[src/hdl/lzw_pkg.sv]
// ----------------------------------------------------------------------------
// LZ77 window encoder package
// Shared constants and the controller/datapath command and status types.
// ----------------------------------------------------------------------------
package lzw_pkg;

    localparam int WINDOW_DEPTH    = 256;
    localparam int LOOKAHEAD_DEPTH = 16;
    localparam int MATCH_MAX       = 15;
    localparam int WIN_AW          = $clog2(WINDOW_DEPTH);
    localparam int WIN_NW          = $clog2(WINDOW_DEPTH + 1);
    localparam int LA_AW           = $clog2(LOOKAHEAD_DEPTH);
    localparam int LA_CW           = $clog2(LOOKAHEAD_DEPTH + 1);
    localparam int WIN_CW          = 9;
    localparam int LA_RW           = 5;

    localparam logic [2:0] REG_WINDOW    = 3'd0;
    localparam logic [2:0] REG_LOOKAHEAD = 3'd4;

    typedef struct packed {
        logic fill;       // fill the whole window with the input symbol
        logic push_la;    // append the input symbol to the lookahead
        logic scan_start; // clear the best match and start at position zero
        logic scan_step;  // compare one window position
        logic shift;      // move one lookahead byte into the window
    } lzw_cmd_t;

    typedef struct packed {
        logic              scan_done;
        logic [3:0]        best_len;
        logic [WIN_AW-1:0] best_pos;
        logic [7:0]        next_sym;
        logic [LA_CW-1:0]  la_count;
    } lzw_stat_t;

endpackage

[src/hdl/lzw_datapath.sv]
// ----------------------------------------------------------------------------
// LZ77 window encoder datapath
// Circular window buffer with a fill mark, lookahead registers, a streaming
// match scan that reads one window byte per cycle and the best-match registers.
// ----------------------------------------------------------------------------
module lzw_datapath
    import lzw_pkg::*;
(
    input  logic              aclk,
    input  logic              aresetn,
    input  lzw_cmd_t          cmd,
    input  logic [7:0]        in_sym,
    input  logic [WIN_CW-1:0] win_act,
    output lzw_stat_t         stat
);

    logic [7:0]           win_mem [WINDOW_DEPTH];
    logic [7:0]           la_reg  [LOOKAHEAD_DEPTH];
    logic [LA_CW-1:0]     cnt_reg, cnt_next;
    logic [WIN_AW-1:0]    head_reg;
    logic [WIN_NW-1:0]    fcnt_reg;
    logic [7:0]           fsym_reg;
    logic [WIN_CW-1:0]    pos_reg;
    logic [WIN_CW-1:0]    p1_reg;
    logic                 v1_reg;
    logic [7:0]           rd_reg;
    logic                 rd_fill_reg;
    logic [MATCH_MAX-1:0] run_reg, run_next, prev_run;
    logic [3:0]           blen_reg;
    logic [WIN_AW-1:0]    bpos_reg;
    logic [3:0]           cap;
    logic                 issue;
    logic [WIN_NW-1:0]    lidx;
    logic [WIN_AW:0]      psum;
    logic [WIN_AW-1:0]    rd_addr;
    logic                 rd_fill;
    logic [7:0]           wbyte;
    logic [3:0]           hit_len;
    logic [WIN_CW-1:0]    start_p;

    // Window entries older than the fill mark read as the fill symbol.
    always_comb begin
        if (cnt_reg == '0) begin
            cap = 4'd0;
        end else if (cnt_reg > LA_CW'(MATCH_MAX)) begin
            cap = 4'(MATCH_MAX);
        end else begin
            cap = 4'(cnt_reg - LA_CW'(1));
        end
        lidx = WIN_NW'(WINDOW_DEPTH) - WIN_NW'(win_act) + WIN_NW'(pos_reg);
        psum = {1'b0, head_reg} + (WIN_AW + 1)'(lidx);
        if (psum >= (WIN_AW + 1)'(WINDOW_DEPTH)) begin
            rd_addr = WIN_AW'(psum - (WIN_AW + 1)'(WINDOW_DEPTH));
        end else begin
            rd_addr = psum[WIN_AW-1:0];
        end
        rd_fill = ({1'b0, lidx} + {1'b0, fcnt_reg}) < (WIN_NW + 1)'(WINDOW_DEPTH);
    end

    assign issue = cmd.scan_step && (pos_reg < win_act);

    // Bit k of the run vector marks a start k bytes back that still matches.
    always_comb begin
        wbyte    = rd_fill_reg ? fsym_reg : rd_reg;
        prev_run = {run_reg[MATCH_MAX-2:0], 1'b1};
        run_next = '0;
        hit_len  = '0;
        start_p  = p1_reg;
        for (int k = 0; k < MATCH_MAX; k++) begin
            if (prev_run[k] && (k < int'(cap)) && (wbyte == la_reg[k])) begin
                run_next[k] = 1'b1;
                hit_len     = 4'(k + 1);
                start_p     = p1_reg - WIN_CW'(k);
            end
        end
    end

    always_ff @(posedge aclk) begin
        if (cmd.shift) begin
            win_mem[head_reg] <= la_reg[0];
        end
        if (issue) begin
            rd_reg <= win_mem[rd_addr];
        end
    end

    always_ff @(posedge aclk) begin
        if (cmd.shift) begin
            for (int i = 0; i < LOOKAHEAD_DEPTH - 1; i++) begin
                la_reg[i] <= la_reg[i+1];
            end
        end else if (cmd.push_la && cnt_reg < LA_CW'(LOOKAHEAD_DEPTH)) begin
            la_reg[cnt_reg[LA_AW-1:0]] <= in_sym;
        end
    end

    always_comb begin
        cnt_next = cnt_reg;
        if (cmd.fill) begin
            cnt_next = '0;
        end else if (cmd.shift) begin
            cnt_next = cnt_reg - LA_CW'(1);
        end else if (cmd.push_la && cnt_reg < LA_CW'(LOOKAHEAD_DEPTH)) begin
            cnt_next = cnt_reg + LA_CW'(1);
        end
    end

    always_ff @(posedge aclk) begin
        if (!aresetn) begin
            cnt_reg  <= '0;
            head_reg <= '0;
            fcnt_reg <= '0;
            fsym_reg <= '0;
        end else begin
            cnt_reg <= cnt_next;
            if (cmd.fill) begin
                fsym_reg <= in_sym;
                fcnt_reg <= '0;
            end else if (cmd.shift) begin
                if (head_reg == WIN_AW'(WINDOW_DEPTH - 1)) begin
                    head_reg <= '0;
                end else begin
                    head_reg <= head_reg + WIN_AW'(1);
                end
                if (fcnt_reg < WIN_NW'(WINDOW_DEPTH)) begin
                    fcnt_reg <= fcnt_reg + WIN_NW'(1);
                end
            end
        end
    end

    always_ff @(posedge aclk) begin
        if (cmd.scan_start) begin
            pos_reg  <= '0;
            v1_reg   <= 1'b0;
            run_reg  <= '0;
            blen_reg <= '0;
            bpos_reg <= '0;
        end else begin
            v1_reg <= issue;
            if (issue) begin
                pos_reg     <= pos_reg + WIN_CW'(1);
                p1_reg      <= pos_reg;
                rd_fill_reg <= rd_fill;
            end
            if (v1_reg) begin
                run_reg <= run_next;
                if (hit_len > blen_reg) begin
                    blen_reg <= hit_len;
                    bpos_reg <= start_p[WIN_AW-1:0];
                end
            end
        end
    end

    assign stat.scan_done = (pos_reg >= win_act) && !v1_reg;
    assign stat.best_len  = blen_reg;
    assign stat.best_pos  = bpos_reg;
    assign stat.next_sym  = la_reg[blen_reg];
    assign stat.la_count  = cnt_reg;

endmodule

[src/hdl/lzw_controller.sv]
// ----------------------------------------------------------------------------
// LZ77 window encoder controller
// Sequences header, lookahead fill, match scan, result hand-off and shift.
// ----------------------------------------------------------------------------
module lzw_controller
    import lzw_pkg::*;
(
    input  logic             aclk,
    input  logic             aresetn,
    input  logic             s_tvalid,
    output logic             s_tready,
    input  logic             in_eom,
    input  logic [LA_RW-1:0] la_act,
    input  lzw_stat_t        stat,
    output lzw_cmd_t         cmd,
    output logic             out_load,
    output logic             out_hdr,
    output logic             out_last,
    input  logic             out_free
);

    localparam logic [2:0] ST_IDLE  = 3'd0;
    localparam logic [2:0] ST_CHECK = 3'd1;
    localparam logic [2:0] ST_SCAN  = 3'd2;
    localparam logic [2:0] ST_EMIT  = 3'd3;
    localparam logic [2:0] ST_SHIFT = 3'd4;

    logic [2:0] state_reg, state_next;
    logic       started_reg, started_next;
    logic       flush_reg, flush_next;
    logic [3:0] sh_reg, sh_next;
    logic       acc, more;

    assign s_tready = (state_reg == ST_IDLE) && out_free;
    assign acc      = s_tvalid && s_tready;
    assign more     = flush_reg ? (stat.la_count != '0)
                                : (stat.la_count >= LA_CW'(la_act));

    always_comb begin
        state_next   = state_reg;
        started_next = started_reg;
        flush_next   = flush_reg;
        sh_next      = sh_reg;
        cmd          = '0;
        out_load     = 1'b0;
        out_hdr      = 1'b0;
        out_last     = 1'b0;
        unique case (state_reg)
            ST_IDLE: begin
                if (acc) begin
                    if (!started_reg) begin
                        cmd.fill     = 1'b1;
                        out_load     = 1'b1;
                        out_hdr      = 1'b1;
                        out_last     = in_eom;
                        started_next = !in_eom;
                    end else begin
                        cmd.push_la = 1'b1;
                        flush_next  = in_eom;
                        state_next  = ST_CHECK;
                    end
                end
            end
            ST_CHECK: begin
                if (more) begin
                    cmd.scan_start = 1'b1;
                    state_next     = ST_SCAN;
                end else begin
                    if (flush_reg) begin
                        started_next = 1'b0;
                        flush_next   = 1'b0;
                    end
                    state_next = ST_IDLE;
                end
            end
            ST_SCAN: begin
                if (stat.scan_done) begin
                    state_next = ST_EMIT;
                end else begin
                    cmd.scan_step = 1'b1;
                end
            end
            ST_EMIT: begin
                if (out_free) begin
                    out_load   = 1'b1;
                    out_last   = flush_reg &&
                                 (stat.la_count == LA_CW'(stat.best_len) + LA_CW'(1));
                    sh_next    = stat.best_len;
                    state_next = ST_SHIFT;
                end
            end
            ST_SHIFT: begin
                cmd.shift = 1'b1;
                sh_next   = sh_reg - 4'd1;
                if (sh_reg == 4'd0) begin
                    state_next = ST_CHECK;
                end
            end
            default: state_next = ST_IDLE;
        endcase
    end

    always_ff @(posedge aclk) begin
        if (!aresetn) begin
            state_reg   <= ST_IDLE;
            started_reg <= 1'b0;
            flush_reg   <= 1'b0;
            sh_reg      <= '0;
        end else begin
            state_reg   <= state_next;
            started_reg <= started_next;
            flush_reg   <= flush_next;
            sh_reg      <= sh_next;
        end
    end

endmodule

[src/hdl/lz77_window_encoder.sv]
// ----------------------------------------------------------------------------
// LZ77 window encoder
// Byte-stream LZ77 encoder with a configurable window and lookahead.
// ----------------------------------------------------------------------------
// The s_ channel takes one byte per item with tlast marking the final byte.
// The first byte of a message fills the window and returns a header item.
// Later bytes fill the lookahead; once it holds lookahead_in_use bytes (or on
// tlast, until it is empty) the block emits triples on the m_ channel.
// Each triple streams the window through a serial compare at one byte per cycle.
// Results sit in an output register; a stalled receiver holds the block in
// its emit step and the next input item waits until the register is free.
// Reset clears the controller and the lookahead count and restores the
// registers to window 256 and lookahead 16. Registers must be written through
// the APB port only while the block is idle; the block does not enforce it.
// ----------------------------------------------------------------------------
module lz77_window_encoder
    import lzw_pkg::*;
(
    input  logic        aclk,
    input  logic        aresetn,
    input  logic        s_tvalid,
    output logic        s_tready,
    input  logic [7:0]  s_tdata,   // symbol[7:0]
    input  logic        s_tlast,   // end_of_message
    output logic        m_tvalid,
    input  logic        m_tready,
    output logic [23:0] m_tdata,   // match_position[7:0], match_length[11:8],
                                   // next_symbol[19:12], zero fill
    output logic        m_tuser,   // is_header
    output logic        m_tlast,   // last_result
    input  logic        psel,
    input  logic        penable,
    input  logic        pwrite,
    input  logic [2:0]  paddr,
    input  logic [31:0] pwdata,
    output logic [31:0] prdata,
    output logic        pready
);

    logic [WIN_CW-1:0] win_reg;
    logic [LA_RW-1:0]  la_reg;
    logic [WIN_CW-1:0] win_act;
    logic [LA_RW-1:0]  la_act;
    lzw_cmd_t          cmd;
    lzw_stat_t         stat;
    logic              out_load, out_hdr, out_last, out_free;
    logic              valid_reg;
    logic [23:0]       data_reg;
    logic              user_reg, last_reg;

    assign pready = 1'b1;

    always_ff @(posedge aclk) begin
        if (!aresetn) begin
            win_reg <= WIN_CW'(256);
            la_reg  <= LA_RW'(16);
        end else if (psel && penable && pwrite) begin
            if (paddr == REG_WINDOW) begin
                win_reg <= pwdata[WIN_CW-1:0];
            end else if (paddr == REG_LOOKAHEAD) begin
                la_reg <= pwdata[LA_RW-1:0];
            end
        end
    end

    always_comb begin
        prdata = '0;
        if (paddr == REG_WINDOW) begin
            prdata = 32'(win_reg);
        end else if (paddr == REG_LOOKAHEAD) begin
            prdata = 32'(la_reg);
        end
    end

    always_comb begin
        win_act = win_reg;
        if (win_act == '0) begin
            win_act = WIN_CW'(1);
        end else if (win_act > WIN_CW'(WINDOW_DEPTH)) begin
            win_act = WIN_CW'(WINDOW_DEPTH);
        end
        la_act = la_reg;
        if (la_act == '0) begin
            la_act = LA_RW'(1);
        end else if (la_act > LA_RW'(LOOKAHEAD_DEPTH)) begin
            la_act = LA_RW'(LOOKAHEAD_DEPTH);
        end
    end

    assign out_free = !valid_reg || m_tready;

    lzw_controller u_ctrl (
        .aclk     (aclk),
        .aresetn  (aresetn),
        .s_tvalid (s_tvalid),
        .s_tready (s_tready),
        .in_eom   (s_tlast),
        .la_act   (la_act),
        .stat     (stat),
        .cmd      (cmd),
        .out_load (out_load),
        .out_hdr  (out_hdr),
        .out_last (out_last),
        .out_free (out_free)
    );

    lzw_datapath u_dp (
        .aclk    (aclk),
        .aresetn (aresetn),
        .cmd     (cmd),
        .in_sym  (s_tdata),
        .win_act (win_act),
        .stat    (stat)
    );

    always_ff @(posedge aclk) begin
        if (!aresetn) begin
            valid_reg <= 1'b0;
        end else if (out_load) begin
            valid_reg <= 1'b1;
        end else if (m_tready) begin
            valid_reg <= 1'b0;
        end
        if (out_load) begin
            user_reg <= out_hdr;
            last_reg <= out_last;
            if (out_hdr) begin
                data_reg <= {4'd0, s_tdata, 4'd0, 8'd0};
            end else begin
                data_reg <= {4'd0, stat.next_sym, stat.best_len, stat.best_pos};
            end
        end
    end

    assign m_tvalid = valid_reg;
    assign m_tdata  = data_reg;
    assign m_tuser  = user_reg;
    assign m_tlast  = last_reg;

endmodule
[config.mk]
export PLATFORM = sky130hd
export DESIGN_NAME = lz77_window_encoder
export DESIGN_NICKNAME = d
export VERILOG_FILES = /design/src/hdl/lzw_pkg.sv /design/src/hdl/lzw_datapath.sv /design/src/hdl/lzw_controller.sv /design/src/hdl/lz77_window_encoder.sv
export SDC_FILE = /design/constraint.sdc
export NUM_CORES = 2
export LEC_CHECK = 0
export BUFFER_PORTS_ARGS = -buffer_cell sky130_fd_sc_hd__buf_2
export CAP_MARGIN = 25
export CORE_MARGIN = 2
export CORE_UTILIZATION = 30
export DETAILED_ROUTE_END_ITERATION = 8
export GPL_TIMING_DRIVEN = 1
export SKIP_LAST_GASP = 1
export SYNTH_ARGS = -nofsm -noshare
export SYNTH_HDL_FRONTEND = slang
export SYNTH_SLANG_ARGS = --single-unit
[constraint.sdc]
create_clock -name aclk -period 11.4 [get_ports aclk]
set_input_delay 0 -clock aclk [delete_from_list [all_inputs] [get_ports aclk]]
set_output_delay 0 -clock aclk [all_outputs]
set_load 0.005 [all_outputs]
======== Word-level counts from Yosys, hierarchy flattened ========
Memories as Yosys holds them, arrays and structs flattened. A register that Yosys moved wholly into a read port is not among the register bits.
Index checks and enable logic that the tools add are counted.
storage, ports and cells
  word-level logic and storage cells ...... 278
  register bits ........................... 125
  input bits .............................. 51
  memories kept ........................... 2
  RAM bits ................................ 2176
memory list
  memory        words  width  read ports  clocked after memory_dff  wr ports  RTL line            text
  u_dp.win_mem  256    8      1           1                         1         lzw_datapath.sv:17  logic [7:0] win_mem [WINDOW_DEPTH];
  u_dp.la_reg   16     8      17          1                         15        lzw_datapath.sv:18  logic [7:0] la_reg [LOOKAHEAD_DEPTH];
cells by class
  multiplexer cells ....................... 105
  bitwise logic cells ..................... 4
  reductions and logical operators ........ 64
  eq/ne operators ......................... 29
  magnitude comparators ................... 26
  $add $sub $neg .......................... 26
operators with widths
  cell                                                         number
  2-to-1 mux 8 bit                                             18
  == test 8 bit                                                15
  2-to-1 mux 4 bit                                             14
  subtractor 8 x 4 -> 8 bit, second input constant             7
  2-to-1 mux 1 bit                                             44
  logical AND 1 bit                                            37
  subtractor 8 x 3 -> 8 bit, second input constant             4
  less-than comparator 4 bit, first input constant             7
  2-to-1 mux 3 bit                                             9
  2-to-1 mux 9 bit                                             3
  2-to-1 mux 5 bit                                             5
  2-to-1 mux 20 bit                                            1
  adder 9 x 1 -> 9 bit, second input constant                  2
  less-than comparator 3 x 4 -> 1 bit, first input constant    4
  subtractor 8 x 1 -> 8 bit, second input constant             2
  subtractor 8 x 2 -> 8 bit, second input constant             2
  one-hot mux 3 bit (5 select lines)                           1
  AND reduction 2 bit                                          6
  adder 9 x 9 -> 10 bit                                        1
  logical NOT 5 bit                                            2
  less-than comparator 10 x 9 -> 1 bit, second input constant  1
  2-to-1 mux 2 bit                                             5
  inequality test 2 x 1 -> 1 bit, second input constant        5
  adder 8 x 9 -> 9 bit                                         1
  40 further kinds                                             58

======== Depth between registers and ports, before layout ========
  depth after elaboration ................. 24
  mapped depth ............................ 24
  depth with buffers taken out ............ 22

======== By module ========
From an unflattened synthesis, not the netlist that was laid out.
second synthesis, totals
  cell total of the unflattened synthesis .. 5055
  area, all modules ....................... 97166.9 um^2
modules (own cells, without submodules)
  module               cells each  area each (um^2)  times used
  lzw_datapath         4773        94409.3           1
  lz77_window_encoder  174         1898.1            1
  lzw_controller       108         859.6             1

======== Least setup slack after synthesis ========
Ideal clock, no wire load.
  path type ............................... register to register
  start point ............................. memory u_dp.la_reg[0][3]
  end point ............................... register u_dp.bpos_reg[4]
  period minus slack after synthesis ...... 5870 ps
  stages on the path, launching flop included .. 16
  setup slack ............................. 5530 ps
  buffers on the path ..................... 1
  arrival ................................. 5810 ps
  required time ........................... 11340 ps
  setup time .............................. 60 ps
  cells stage by stage .................... edfxtp_1 > xnor2_1 > nor4_1 > a31oi_1 > nand2_1 > o31ai_1 > ha_1 > nor2b_1 > o21a_1 > o21a_1 > o211a_1 > clkbuf_1 > nand2b_1 > a211o_1 > a211oi_1 > a311o_1
RTL lines
  what                  RTL line             text
  from (decl)           lzw_datapath.sv:18
  to (signal assigned)  lzw_datapath.sv:150  bpos_reg <= start_p[WIN_AW-1:0];
  to (decl)             lzw_datapath.sv:30   logic [WIN_AW-1:0] bpos_reg;

======== Worst setup path after layout ========
  start point ............................. register win_reg[4]
  end point ............................... register u_dp.rd_reg[3] (read register of u_dp.win_mem), data pin
between the ends
  longest elaborated chain between the ends .. 8
  elaborated cells between the ends (all ways) .. 16
  those cells by class .................... add/sub: 4; order compare: 4; mux: 5; reduce/logical: 3
ends and longest elaborated chain
  what                                                                          RTL line                                  text
  from (decl)                                                                   lz77_window_encoder.sv:40                 logic [WIN_CW-1:0] win_reg;
  from (signal assigned)                                                        lz77_window_encoder.sv:59                 win_reg <= pwdata[WIN_CW-1:0];
  greater-than comparator 9 bit                                                 lz77_window_encoder.sv:79                 end else if (win_act > WIN_CW'(WINDOW_DEPTH)) begin
  2-to-1 mux 9 bit                                                              lz77_window_encoder.sv:79
  2-to-1 mux 9 bit (*)                                                          lz77_window_encoder.sv:77                 if (win_act == '0) begin
  subtractor 9 bit / greater-or-equal comparator 9 bit (equally long branches)  lzw_datapath.sv:50, lzw_datapath.sv:156
  adder 9 bit / logical AND 1 bit (equally long branches)                       lzw_datapath.sv:50, lzw_datapath.sv:156
  adder 8 x 9 -> 9 bit / 2-to-1 mux 1 bit (equally long branches)               lzw_datapath.sv:51, lzw_controller.sv:77
  subtractor 8 x 1 -> 8 bit, or another cell as far along                       lzw_datapath.sv:53                        rd_addr = WIN_AW'(psum - (WIN_AW + 1)'(WINDOW_DEPTH));
  2-to-1 mux 8 bit / logical AND 1 bit (equally long branches)                  lzw_datapath.sv:52, lzw_datapath.sv:60
  to (decl)                                                                     lzw_datapath.sv:26                        logic [7:0] rd_reg;
Mark *: on every way between the ends. The rest lies on a longest branch, timed or not.
A chain may end at the register's enable or synchronous reset.

==> impl_metrics.ini <==
[sta]
period_minus_slack_ns = 6.79
worst_max_slew_pin_slew_ns = 1.18
timing.slew.headroom = 0.215
tns_ns = 0
fin_crit_sh = 0.596
setup_viol = 0
grt_setup_unrepaired = false
finalHoldViolations = 0
clock_skew_ns = 0.0919
final-max-slew-violation-count = 0
max_freq_mhz = 147

[floorplan]
core-area_um2 = 321000
initial_cell_density_of_the_core = 0.301
io-pin-count = 112
design.die.area_um2 = 326000
fp.dieH_um = 571
standard_cell_row_count = 208
floorplan.die.width_um = 571

[critical_path]
worst-path-buf-inv = 4
crit_arrival_ns = 7.37
cpLargestDelayFamily = multiplexers
critPathRequiredTime_ns = 11.98
cpMaxStageDelayCell = fa_4
cpMostUsedCell = mux4_2
critical_path_class = reg2reg
critical_path.cell_chain = nor4_1 -> a21oi_1 -> nor2_1 -> ha_1 -> inv_1 -> ha_1 -> inv_1 -> fa_4 -> buf_12 -> buf_4 -> mux4_2 -> mux4_2 -> mux4_2 -> mux2i_1 -> a21oi_1
r2r_slack_ns = 4.61
crit_path_max_incr_delay_ns = 1.04
timing.critical_path.depth = 15
worstSetupEndpoint = u_dp.rd_reg[3]
critical_path_capture_point_type = register
worst_setup_path_startpoint = win_reg[4]
timing.reg2reg.worst_path_depth = 15
r2r_start = win_reg[4]
critPathLaunchType = register
critical_path.reg2reg.endpoint = u_dp.rd_reg[3]
critical_path_peak_fanout = 105

[route]
routed_wl_um = 242000
first_iter_violations = 5209
number_of_remaining_drc_errors = 0
wl_per_cell_um = 25.1
drtAntennaViolNets = 0
routed-via-count = 48900
via_per_inst = 5.08
drt_first_pass_iters = 6

[outcome]
outcome = finished clean

[yosys]
ys_async_sr_fraction = 0
synth-seq-cells = 2309
synth_enable_flop_cells = 2215
synth.yosys.seq_area_share = 0.709
yosys.cell_types.count = 84
synthesis.yosys.warnings = 0
ys_dominant_reg_cell = edfxtp_1
synth_cells = 4994
synth_area_per_cell_um2 = 19.3
syn_area_um2 = 96500

[power]
pwr-share-clk = 0.386
power_switching_share = 0.243
p_int_mw = 14.4
vdd_ir_drop_max_mv = 0.163
combPwrFrac = 0.125
net-switching-power_mw = 4.62
power_density_of_the_placed_cells_nw_per_um2 = 173
cellLeakagePower_nw = 33.8
proportion_of_power_drawn_by_flip_flops_and_latches = 0.489

[flow_run]
maxCapViolations = 0

[placed_design]
buffer_ports.inserted = 60
place.gp.congestion = 0.869
detailed_place_hpwl_um = 145000

[grt]
grt_first_pass_wirelength_um = 349000
grt_remaining_overflow = 0
grt_pass1_vias = 49000
maximum_number_of_pins_on_one_net_before_global_route_repair = 217
grt_antenna_before_repair = 6
grt_use_total = 0.145

[clocking]
tritoncts.num_buffers = 226
cts_root_buffer = clkbuf_16
cts.repair_timing.setup_buffer_count = 0
clk_pin_slew_worst_setup_hold_paths_ns = 0.06
cts_h_tree_depth = 4
max-clock-path-buffers = 3
cts_tree = done
clk-insertion-delay-late_ns = 0.89
cts_num_sinks = 2309

[finish]
area_growth_syn_to_layout_pct = 13.7
layout_commonest_cell = edfxtp_1
final_nets = 5250
drive_above_1_share = 0.256
largest_reg_flops = 2048
layout_common_cells = edfxtp_1, mux4_2, nor2_1
finalCoreUtilization = 0.342

[hold_path]
worst_hold_path_type = in2reg
-- Yosys cell counts (9+ instances only) --
library cell     n  area, um^2
inv_1           54         203
xor2_1          59         517
nand4_1         21         131
a311oi_1        10        87.6
a31oi_1         13        81.3
a211oi_1        19         143
a21boi_0        16         120
xnor2_1        125        1090
a21oi_1        104         521
ha_1            67         838
nor2b_1         38         238
o21a_1          11        82.6
clkbuf_1       204         766
nand2b_1        26         163
buf_1           72         270
nor2_1         379        1420
and3_1          17         106
and2_1          34         213
nand2_1        167         627
nor4_1          19         119
buf_4           33         248
dfxtp_1         94        1880
o21ai_0         49         245
mux2i_1         42         420
or4_1           10        75.1
or3_1           11        68.8
mux2_2         129        1450
o211ai_1        12        90.1
buf_2           14        70.1
nor3_1          28         140
edfxtp_1      2215       66500
mux4_2         704       15900
nand3_1         41         205
o21ai_1         15        75.1
or2_2            9        56.3
-- layout make-up --
type / count / area, um^2
multi-input combinational: 2328 / 26800
timing repair buffer: 202 / 1690
inverter: 59 / 221
clock buffer: 277 / 5920
fill: 30000 / 211000
clock inverter: 138 / 1340
sequential: 2309 / 68400
antenna: 1 / 2.50
tap: 4305 / 5390
-- timing repair --
item                                   4_1_cts  5_1_grt
hold buffers                                45        0
gates resized for setup                      0        0
endpoints found under the hold margin      173        0
-- through the flow --
step	std cells	total power [mW]	worst slack [ns]	area [um^2]	hold slack, ns
after floorplan	5020	11.0	5.53	96600	0.0989
after global placement	9151	11.9	4.56	102000	0.240
after detailed placement	9152	11.9	4.58	102000	0.243
after CTS	9612	19.2	4.62	110000	0.103
after global routing	9619	19.6	4.36	110000	0.116
final	9619	19.0	4.61	110000	0.158
-- worst register-to-register path, stage by stage (launching register included) --
cell and delay (ns):
dfxtp_1 0.34, nor4_1 0.28, a21oi_1 0.09, nor2_1 0.24, ha_1 0.23, inv_1 0.05, ha_1 0.36, inv_1 0.08
fa_4 1.04, buf_12 0.55, buf_4 0.74, mux4_2 0.51, mux4_2 0.55, mux4_2 0.56, mux2i_1 0.70, a21oi_1 0.21
-- logic make-up (layout without fill, tap and decap cells) --
logic type	count (synthesis)	in the layout	share of synthesized area
xor+xnor	184	184	0.0167
buf+inv	383	676	0.0164
other cells	2	29	0.0000778
fa+ha+maj	73	73	0.00993
flops	2309	2309	0.709
compound gates	323	323	0.0217
simple gates	837	837	0.0406
mux	883	883	0.186
-- power groups by stage --
stage                     logic [mW]  clock network [mW]  registers (mW)
after floorplan                 1.47                   0            9.56
after global placement          2.37                   0            9.49
after detailed placement        2.38                   0            9.50
after CTS                       2.40                7.48            9.31
after global routing            2.49                7.80            9.31
final                           2.37                7.35            9.31
-- worst min-delay path by stage --
| stage | cells past startpoint | startpoint | slack, ns | end |
|---|---|---|---|---|
| after floorplan | 0 | s_tdata[0] | 0.1 | u_dp.la_reg[15][0] |
| after global placement | 3 | pwdata[4] | 0.24 | la_reg[4] |
| after detailed placement | 3 | pwdata[4] | 0.24 | la_reg[4] |
| after CTS | 2 | s_tdata[6] | 0.10 | u_dp.la_reg[15][6] |
| after global routing | 2 | s_tdata[6] | 0.12 | u_dp.la_reg[15][6] |
| final | 2 | s_tdata[6] | 0.16 | u_dp.la_reg[15][6] |
-- routing by layer --
metal	GRT usage	part of all wire
met1	0.207	0.43
met2	0.228	0.47
met3	0.0265	0.072
met4	0.0380	0.024
met5	0	0.000070
(Power assumes the default switching activity.)
